File: src/rtl/cape_pkg.sv
// Package for the capsule axis extreme points block: widths, register
// indexes, item structs and the saturation helper. No dependencies.
`default_nettype none
package cape_pkg;

  localparam int unsigned CW        = 32;  // coordinate width
  localparam int unsigned EW        = 49;  // cap centre width
  localparam int unsigned RW        = 31;  // register width
  localparam int unsigned SQ_STEPS  = 32;  // root digits of a 64-bit square sum
  localparam int unsigned DIV_STEPS = 63;  // quotient bits of the radius scaling

  localparam logic CFG_RADIUS = 1'b0;
  localparam logic CFG_HEIGHT = 1'b1;

  localparam logic [RW-1:0] RADIUS_RST = 31'd65536;
  localparam logic [RW-1:0] HEIGHT_RST = 31'd131072;

  typedef struct packed {
    logic signed [CW-1:0] center_x;
    logic signed [CW-1:0] center_y;
    logic signed [CW-1:0] center_z;
    logic signed [CW-1:0] up_x;
    logic signed [CW-1:0] up_y;
    logic signed [CW-1:0] up_z;
    logic signed [CW-1:0] dir_x;
    logic signed [CW-1:0] dir_y;
    logic signed [CW-1:0] dir_z;
  } cape_in_t;

  typedef struct packed {
    logic signed [CW-1:0] min_x;
    logic signed [CW-1:0] min_y;
    logic signed [CW-1:0] min_z;
    logic signed [CW-1:0] max_x;
    logic signed [CW-1:0] max_y;
    logic signed [CW-1:0] max_z;
    logic                 zero_axis;
  } cape_out_t;

  // Classified item handed from the front part to the back part.
  typedef struct packed {
    logic [2:0][EW-1:0] lo_end;
    logic [2:0][EW-1:0] hi_end;
    logic [2:0][CW-1:0] dir;
    logic [63:0]        sq;
    logic               zero;
  } cape_job_t;

  function automatic logic [CW-1:0] sat32(input logic signed [65:0] v);
    logic [CW-1:0] r;
    if (v > 66'sd2147483647) begin
      r = 32'h7fff_ffff;
    end else if (v < -66'sd2147483648) begin
      r = 32'h8000_0000;
    end else begin
      r = v[CW-1:0];
    end
    return r;
  endfunction

endpackage
`default_nettype wire

File: src/rtl/cape_queue.sv
// Two-entry queue between the front and back parts.
// Depends on cape_pkg.
`default_nettype none
module cape_queue (
  input  wire logic                 clk,
  input  wire logic                 rst_n,
  input  wire logic                 push,
  input  wire cape_pkg::cape_job_t  wr_item,
  output logic                      full,
  input  wire logic                 pop,
  output logic                      empty,
  output cape_pkg::cape_job_t       rd_item
);

  cape_pkg::cape_job_t mem_r [2];
  logic [1:0]          cnt_r;
  logic                wp_r;
  logic                rp_r;

  assign full    = (cnt_r == 2'd2);
  assign empty   = (cnt_r == 2'd0);
  assign rd_item = mem_r[rp_r];

  always_ff @(posedge clk) begin
    if (push) begin
      mem_r[wp_r] <= wr_item;
    end
  end

  always_ff @(posedge clk) begin
    if (!rst_n) begin
      cnt_r <= 2'd0;
      wp_r  <= 1'b0;
      rp_r  <= 1'b0;
    end else begin
      if (push) wp_r <= !wp_r;
      if (pop)  rp_r <= !rp_r;
      if (push && !pop) begin
        cnt_r <= cnt_r + 2'd1;
      end else if (pop && !push) begin
        cnt_r <= cnt_r - 2'd1;
      end
    end
  end

endmodule
`default_nettype wire

File: config.mk
export PLATFORM = sky130hd
export DESIGN_NAME = cape_queue
export DESIGN_NICKNAME = d
export VERILOG_FILES = /design/src/rtl/cape_pkg.sv /design/src/rtl/cape_queue.sv
export SDC_FILE = /design/constraint.sdc
export NUM_CORES = 1
export LEC_CHECK = 0
export ABC_AREA = 1
export BUFFER_PORTS_ARGS = -buffer_cell sky130_fd_sc_hd__clkbuf_2
export CORE_AREA = 2 2 358 360
export DETAILED_ROUTE_END_ITERATION = 6
export DIE_AREA = 0 0 360 362
export PLACE_DENSITY = 0.59
export SYNTH_ARGS = -nofsm -noshare
export SYNTH_HDL_FRONTEND = slang
export SYNTH_SLANG_ARGS = --single-unit
File: constraint.sdc
create_clock -name clk -period 35.2 [get_ports clk]
set_clock_uncertainty 0.1 [all_clocks]
set_input_delay 5.28 -clock clk [delete_from_list [all_inputs] [get_ports clk]]
set_output_delay 5.28 -clock clk [all_outputs]
set_load 0.01 [all_outputs]
==> impl_metrics.py, run 1 <==
metrics = {
    "run_status": {
        "status": "complete, no violations",
    },
    "drt": {
        "first_pass_iters": 5,
        "wl_per_cell_um": 19.9,
        "drc": 0,
        "drtAntennaViolNets": 0,
        "post_drt_via_cell_ratio": 4.07,
        "drtIter0Drc": 1051,
        "postRouteWirelength_um": 83100,
        "vias": 17028,
    },
    "synthesis": {
        "yosysTopAreaCell": "edfxtp_1",
        "yosys-top-cells-area": "edfxtp_1 (77%), mux2_4 (19%), buf_12 (2.5%)",
        "synth_area_per_cell_um2": 24.3,
        "syn_nets": 1911,
        "syn_inst": 1451,
        "yosys.cell_types.count": 14,
        "yosysSeqAreaShare": 0.776,
        "synth_top_area_share": 0.774,
        "yosys_warnings": 0,
        "netlist_area_mm2": 0.0353,
        "yosys_register_bits": 915,
    },
    "timing": {
        "setup_viol": 0,
        "fin_crit_sh": 0.327,
        "tns_ps": 0,
        "fin_crit_ps": 11510,
        "rsz0062_at_grt": "false",
        "worstMarginPinSlew_ps": 1070,
        "drv_slew": 0,
        "max_freq_mhz": 86.9,
        "hold_viol_final": 0,
        "max_slew_margin": 0.290,
    },
    "critical_path": {
        "endpoint_kind": "output port",
        "r2r-start": "wp_r",
        "cp.depth": 7,
        "cp_slowest_cell": "buf_4",
        "arrival_ps": 6130,
        "path_common_cell": "buf_4",
        "path_delay_family": "buffers and inverters",
        "path_cells": "buf_4, buf_4, buf_4, buf_4, buf_4, mux2_4, clkbuf_2",
        "crit_fanout": 58,
        "path_buf_inv": 6,
        "critPathLaunchType": "flip-flop",
        "critPathMaxStageDelay_ps": 880,
        "regToRegEndpoint": "mem_r[0][116]",
        "reg2regPathDepth": 5,
        "ff2ff_setup_slack_ps": 30430,
        "worstSetupPathType": "reg2out",
        "critPathRequiredTime_ps": 29820,
    },
    "worst_hold_path": {
        "min_path_type": "reg2reg",
        "hold_depth": 2,
        "min-delay-start": "rp_r",
    },
    "cts": {
        "tritoncts": "yes",
        "cts-buffers-inserted": 97,
        "ctsResizeCount": 0,
        "clk_latency_ps": 680,
        "cts.htree.levels": 3,
        "cts_setup_buffers": 0,
        "postCtsHoldBufs": 0,
        "root_buffer": "clkbuf_16",
        "clockBufferDepth": 3,
        "path_clk_slew_ps": 60,
        "cts.sinks": 915,
    },
    "finish": {
        "final_common_cell": "clkbuf_2",
        "layout-drive-gt1-share": 0.609,
        "fin_nets": 2896,
        "finalCoreUtilization": 0.349,
        "syn_to_final_growth_pct": 25.2,
        "final_cell_mix": "clkbuf_2 (915), edfxtp_1 (910), mux2_4 (450)",
        "final_cell_area_mm2": 0.0442,
    },
    "die": {
        "start_util": 0.279,
        "core.rowCount": 131,
        "dieArea_mm2": 0.130,
        "num_io_pins": 916,
        "die_y_um": 362,
        "die-width_um": 360,
        "core_area_mm2": 0.127,
    },
    "placed_design": {
        "place.detailed.hpwl_um": 59800,
        "portBuffers": 915,
        "dpl_cell_area_mm2": 0.0412,
        "place_congestion": 0.789,
    },
    "job": {
        "drv_cap": 0,
    },
    "global_route": {
        "grt_pass1_vias": 17488,
        "grt_max_degree": 109,
        "grt_pass1_wl_um": 116000,
        "antenna_found_initial": 23,
        "grt_usage": 0.122,
        "grt_remaining_overflow": 0,
    },
    "pwr": {
        "combPwrFrac": 0.104,
        "swShare": 0.223,
        "p_int_mw": 1.94,
        "p_total_mw": 2.50,
        "p_sw_mw": 0.558,
        "power.density_mw_per_mm2": 56.5,
        "clockPowerShare": 0.385,
        "p_seq_frac": 0.512,
        "p_leak_nw": 17.5,
        "ir_drop_mv": 0.0430,
    },
}
how the worst max path moves through the flow:
stage / startpoint / to / slack [ps]
2_1_floorplan: push / mem_r[0][0] / 9490
3_3_place_gp: flip-flop / rd_item[160] / 24380
3_5_place_dp: flip-flop / rd_item[385] / 24310
4_1_cts: flip-flop / rd_item[385] / 23520
5_1_grt: flip-flop / rd_item[385] / 23300
6_report: flip-flop / rd_item[385] / 23690
Yosys cell counts:
master / instances
o21ai_0: 1
buf_6: 7
a21oi_1: 1
inv_1: 8
dfxtp_1: 5
nand2_1: 8
nor2_1: 9
nand4_1: 1
buf_12: 44
ha_1: 1
mux2_2: 5
edfxtp_1: 910
nand3_1: 1
mux2_4: 450
state kept, by name, indices dropped and copies added, names as in the netlist, named ones only:
| signal | flops |
|---|---|
| rp_r | 1 |
| mem_r | 910 |
| cnt_r | 2 |
| wp_r | 1 |
power groups by stage:
stage	Combinational (mW)	Clock, mW	Sequential (mW)
after floorplan	0.165	0	1.33
after global placement	0.262	0	1.30
after detailed placement	0.264	0	1.30
after CTS	0.265	0.995	1.28
after global routing	0.276	1.03	1.28
final	0.259	0.961	1.28
tightest hold or removal path, cell delays in order, from the launching register on:
cell and delay (ps):
dfxtp_1 340, nor2_1 60, nor2_1 90
final cells by class:
cell class                      count  area, um^2
Clock buffer                      120        2510
Antenna cell                       12        30.0
Sequential cell                   915       27400
Fill cell                       12060       82500
Clock inverter                     49         463
Inverter                            8        37.5
Tap cell                         1662        2080
Multi-Input combinational cell    477        6920
Timing Repair Buffer              937        4740
through the flow:
| step | hold WS, ps | setup slack [ps] | std cells |
|---|---|---|---|
| 2_1_floorplan | 363 | 9490 | 1451 |
| 3_3_place_gp | 376 | 24380 | 3999 |
| 3_5_place_dp | 380 | 24310 | 3999 |
| 4_1_cts | 407 | 23520 | 4168 |
| 5_1_grt | 450 | 23300 | 4179 |
| 6_report | 415 | 23690 | 4180 |
per-layer routing:
layer	vias to the layer above	GRT usage	wire, um
met2	647	0.209	42100
met1	8424	0.127	29500
met4	16	0.0598	3130
met5	-	0	102
met3	155	0.0555	8230
li1	7786	-	-
kinds of logic after synthesis:
group           Yosys count  synth area share
simple gates             19           0.00213
fa+ha+maj                 1          0.000354
mux                     455             0.193
buf+inv                  59            0.0280
compound gates            2          0.000283
flops                   915             0.776
No activity file was read; power rests on OpenSTA's default activity.
==> inputs of run 2 (changes only) <==
--- a/config.mk
+++ b/config.mk
@@ -10,7 +10,7 @@
 export CORE_AREA = 2 2 358 360
 export DETAILED_ROUTE_END_ITERATION = 6
 export DIE_AREA = 0 0 360 362
-export PLACE_DENSITY = 0.59
+export PLACE_DENSITY = 0.6
 export SYNTH_ARGS = -nofsm -noshare
 export SYNTH_HDL_FRONTEND = slang
 export SYNTH_SLANG_ARGS = --single-unit
==> constraint.sdc (replaced) <==
create_clock -name clk -period 10.3 [get_ports clk]
set_clock_uncertainty 0.1 [all_clocks]
set_input_delay 1.545 -clock clk [delete_from_list [all_inputs] [get_ports clk]]
set_output_delay 1.545 -clock clk [all_outputs]
set_load 0.01 [all_outputs]
==> impl_metrics.py, run 2 (synthesis results as in run 1) <==
metrics = {
    "drt": {
        "drc": 0,
        "first_pass_iters": 5,
        "wl_per_cell_um": 20.0,
        "drtIter0Drc": 1050,
        "drtAntennaViolNets": 0,
        "post_drt_via_cell_ratio": 4.12,
        "vias": 17245,
        "postRouteWirelength_um": 83600,
    },
    "die": {
        "dieArea_mm2": 0.130,
        "start_util": 0.279,
        "num_io_pins": 916,
        "core_area_mm2": 0.127,
        "core.rowCount": 131,
        "die_y_um": 362,
        "die-width_um": 360,
    },
    "pwr": {
        "power.density_mw_per_mm2": 192,
        "clockPowerShare": 0.382,
        "ir_drop_mv": 0.141,
        "p_int_mw": 6.60,
        "combPwrFrac": 0.103,
        "p_leak_nw": 17.4,
        "swShare": 0.224,
        "p_sw_mw": 1.91,
        "p_seq_frac": 0.514,
    },
    "placed_design": {
        "place.detailed.hpwl_um": 60300,
        "place_congestion": 0.851,
        "portBuffers": 915,
        "dpl_cell_area_mm2": 0.0413,
    },
    "critical_path": {
        "r2r-start": "wp_r",
        "regToRegEndpoint": "mem_r[1][246]",
        "worstSetupPathType": "reg2out",
        "cp-endpoint": "rd_item[247]",
        "critPathLaunchType": "flip-flop",
        "ff2ff_setup_slack_ps": 7010,
        "endpoint_kind": "output port",
        "critPathRequiredTime_ps": 8660,
        "reg2regPathDepth": 5,
        "arrival_ps": 3620,
        "crit_fanout": 99,
    },
    "cts": {
        "path_clk_slew_ps": 50,
        "cts.htree.levels": 3,
        "clockBufferDepth": 3,
        "tritoncts": "yes",
        "cts.sinks": 915,
        "clk_latency_ps": 660,
        "ctsResizeCount": 0,
        "cts-buffers-inserted": 96,
        "root_buffer": "clkbuf_16",
        "postCtsHoldBufs": 0,
        "cts_setup_buffers": 0,
    },
    "timing": {
        "fin_crit_sh": 0.511,
        "tns_ps": 0,
        "fin_crit_ps": 5260,
        "drv_slew": 0,
        "hold_viol_final": 0,
        "rsz0062_at_grt": "false",
        "max_freq_mhz": 190,
        "worstMarginPinSlew_ps": 1110,
        "max_slew_margin": 0.257,
        "setup_viol": 0,
    },
    "finish": {
        "final_cell_mix": "clkbuf_2 (915), edfxtp_1 (910), mux2_4 (450)",
        "top_register": "mem_r",
        "largest_register_ffs": 910,
        "reg.largest.list": "mem_r: 910 flops, cnt_r: 2 flops",
        "final_cell_area_mm2": 0.0443,
        "layout-drive-gt1-share": 0.606,
        "fin_nets": 2891,
        "syn_to_final_growth_pct": 25.3,
        "final_common_cell": "clkbuf_2",
        "nFillCells": 12046,
    },
    "global_route": {
        "grt_pass1_wl_um": 117000,
        "grt_max_degree": 145,
        "antenna_found_initial": 30,
        "grt_pass1_vias": 17881,
        "grt_remaining_overflow": 0,
        "grt_usage": 0.122,
    },
    "worst_hold_path": {
        "min_path_type": "reg2reg",
        "hold_depth": 2,
    },
    "job": {
        "drv_cap": 0,
    },
    "run_status": {
        "status": "complete, no violations",
    },
}
-- run 2: cell types whose count changed in the layout (fill, tap and decap cells not counted), sizes merged, moves of 2 or more --
cell	change
diode	+8
buf	-4
clkinv	+4
clkbuf	+2
-- run 2: layout make-up --
cell class / instances / area (um^2) / share of cell area
tap: 1662 / 2080 / 0.0470
clock inverter: 50 / 462 / 0.0104
multi-input combinational: 477 / 6920 / 0.156
sequential: 915 / 27400 / 0.620
inverter: 8 / 33.8 / 0.000763
clock buffer: 122 / 2500 / 0.0565
timing repair buffer: 933 / 4800 / 0.108
antenna: 20 / 50.0 / 0.00113
-- run 2: stage by stage --
| step | hold WS, ps | util | power (mW) | instances | worst slack [ps] |
|---|---|---|---|---|---|
| 6_report | 401 | 0.349 | 8.51 | 4187 | 5040 |
| 5_1_grt | 414 | 0.349 | 8.82 | 4187 | 4860 |
| 4_1_cts | 405 | 0.349 | 8.63 | 4167 | 4980 |
| 3_5_place_dp | 390 | 0.326 | 5.35 | 3995 | 5750 |
| 3_3_place_gp | 378 | 0.326 | 5.34 | 3995 | 5750 |
| 2_1_floorplan | 363 | - | 5.04 | 1451 | 1340 |
-- run 2: worst min-delay path by stage --
stage          slack, ps  from         to
6_report             400  rp_r  flip-flop
5_1_grt              410  rp_r  flip-flop
4_1_cts              400  rp_r  flip-flop
3_5_place_dp         390  rp_r  flip-flop
3_3_place_gp         380  rp_r       rp_r
2_1_floorplan        360  rp_r  flip-flop
-- run 2: per-layer routing --
| layer | routed length, um | track usage | up-vias | part of all wire |
|---|---|---|---|---|
| met5 | 83 | 0 | - | 0.00099 |
| met4 | 3220 | 0.0612 | 12 | 0.039 |
| met1 | 28800 | 0.122 | 8628 | 0.34 |
| met2 | 43700 | 0.217 | 664 | 0.52 |
| met3 | 7750 | 0.0519 | 161 | 0.093 |
| li1 | - | - | 7780 | - |
-- run 2: power by group through the flow --
stage	registers, mW	clock network (mW)	logic (mW)
after global routing	4.39	3.49	0.937
final	4.38	3.25	0.879
after CTS	4.38	3.36	0.895
after global placement	4.45	0	0.886
after floorplan	4.48	0	0.564
after detailed placement	4.46	0	0.892
-- run 2: critical path, cell delays in order, from the launching register on --
cell and delay (ps):
dfxtp_4 850, buf_12 490, buf_4 710, mux2_4 360, clkbuf_2 130
==> inputs of run 3 (changes only) <==
--- a/config.mk
+++ b/config.mk
@@ -10,7 +10,7 @@
 export CORE_AREA = 2 2 358 360
 export DETAILED_ROUTE_END_ITERATION = 6
 export DIE_AREA = 0 0 360 362
-export PLACE_DENSITY = 0.6
+export PLACE_DENSITY = 0.59
 export SYNTH_ARGS = -nofsm -noshare
 export SYNTH_HDL_FRONTEND = slang
 export SYNTH_SLANG_ARGS = --single-unit
==> constraint.sdc (replaced) <==
create_clock -name clk -period 5.5 [get_ports clk]
set_clock_uncertainty 0.1 [all_clocks]
set_input_delay 0.825 -clock clk [delete_from_list [all_inputs] [get_ports clk]]
set_output_delay 0.825 -clock clk [all_outputs]
set_load 0.01 [all_outputs]
==> impl_metrics.py, run 3 (synthesis results as in run 1) <==
metrics = {
    "pwr": {
        "p_int_mw": 12.6,
        "swShare": 0.224,
        "p_total_mw": 16.2,
        "p_sw_mw": 3.62,
        "combPwrFrac": 0.104,
        "ir_drop_mv": 0.330,
        "power.density_mw_per_mm2": 363,
        "clockPowerShare": 0.391,
        "p_seq_frac": 0.505,
        "p_leak_nw": 17.7,
    },
    "finish": {
        "final_common_cell": "clkbuf_2",
        "nFillCells": 12004,
        "top_register": "mem_r",
        "register_area_mm2": 0.0274,
        "syn_to_final_growth_pct": 26.4,
        "reg.largest.list": "mem_r: 910 flops, cnt_r: 2 flops",
        "largest_register_ffs": 910,
        "fin_nets": 2919,
        "layout-drive-gt1-share": 0.611,
        "final_cell_mix": "clkbuf_2 (915), edfxtp_1 (910), mux2_4 (450)",
        "multi_input_area_mm2": 0.00693,
    },
    "drt": {
        "vias": 17335,
        "first_pass_iters": 4,
        "postRouteWirelength_um": 83100,
        "drtAntennaViolNets": 0,
        "wl_per_cell_um": 19.8,
        "drtIter0Drc": 909,
        "drc": 0,
        "post_drt_via_cell_ratio": 4.12,
    },
    "critical_path": {
        "critPathRequiredTime_ps": 4580,
        "r2r-start": "wp_r",
        "endpoint_kind": "output port",
        "worstSetupPathType": "reg2out",
        "crit_fanout": 41,
        "arrival_ps": 2870,
        "critPathLaunchType": "flip-flop",
    },
    "timing": {
        "rsz0062_at_grt": "false",
        "hold_viol_final": 0,
        "worstMarginPinSlew_ps": 1270,
        "fin_crit_ps": 3800,
        "setup_viol": 0,
        "drv_slew": 0,
        "setup_ws_ps": 1700,
        "fin_crit_sh": 0.690,
        "max_slew_margin": 0.156,
        "max_freq_mhz": 263,
    },
    "global_route": {
        "grt_usage": 0.123,
        "grt_max_degree": 145,
        "grt_pass1_vias": 17979,
        "antenna_found_initial": 16,
        "grt_pass1_wl_um": 117000,
        "grt_remaining_overflow": 0,
    },
    "cts": {
        "root_buffer": "clkbuf_16",
        "ctsResizeCount": 0,
        "path_clk_slew_ps": 60,
        "tritoncts": "yes",
        "clk_latency_ps": 690,
        "cts.htree.levels": 3,
        "clockBufferDepth": 3,
        "cts_setup_buffers": 0,
        "cts-buffers-inserted": 97,
        "cts.sinks": 915,
        "postCtsHoldBufs": 0,
    },
    "placed_design": {
        "pre_cts_ws_ps": 2190,
        "place.detailed.hpwl_um": 59100,
        "place_congestion": 0.790,
        "portBuffers": 915,
    },
    "die": {
        "core.rowCount": 131,
        "die_y_um": 362,
        "die-width_um": 360,
        "core_area_mm2": 0.127,
        "num_io_pins": 916,
        "dieArea_mm2": 0.130,
        "start_util": 0.279,
    },
    "job": {
        "drv_cap": 0,
    },
    "worst_hold_path": {
        "min-delay-start": "wr_item[441]",
        "min_path_type": "in2reg",
    },
    "run_status": {
        "status": "complete, no violations",
    },
}
run 3: per-layer routing:
metal | vias up | GRT usage | share of wire
met3 | 139 | 0.0476 | 0.083
met5 | - | 0 | 0.0013
met1 | 8731 | 0.127 | 0.36
li1 | 7836 | - | -
met2 | 611 | 0.220 | 0.53
met4 | 18 | 0.0509 | 0.030
run 3: final timing paths:
check             endpoint  slack (ps)  depth (start not counted)
max           rd_item[204]        1700                          3
min          mem_r[1][441]         210                          1
max reg2reg  mem_r[1][412]        2770                          4
min reg2reg           rp_r         410                          2
run 3: final cells by class:
cell class | instances | share of cell area
clock buffers | 115 | 0.0573
repair buffers | 960 | 0.113
clock inverters | 60 | 0.0121
well taps | 1662 | 0.0466
multi-input cells | 477 | 0.155
inverters | 8 | 0.00104
diodes | 6 | 0.000336
flip-flops and latches | 915 | 0.614
run 3: metrics by stage:
stage,hold WS [ps],TNS [ps],std cells,instance area (um^2),utilization
floorplan,363,-2403840,1451,35400,-
global placement,384,0,4022,41500,0.328
detailed placement,383,0,4022,41500,0.328
CTS,111,0,4197,44600,0.352
global route,135,0,4201,44600,0.352
finish,212,0,4203,44600,0.352
run 3: power by group through the flow:
stage          clock (mW)  sequential, mW  combinational, mW
2_1_floorplan           0            8.39               1.06
3_3_place_gp            0            8.31               1.71
3_5_place_dp            0            8.33               1.72
4_1_cts              6.54            8.18               1.73
5_1_grt              6.78            8.21               1.80
6_report             6.32            8.18               1.69
run 3: worst max-delay path, cell delays in order, from the launching register on:
cell	delay, ps
dfxtp_4	760
buf_4	730
mux2_4	380
clkbuf_2	140
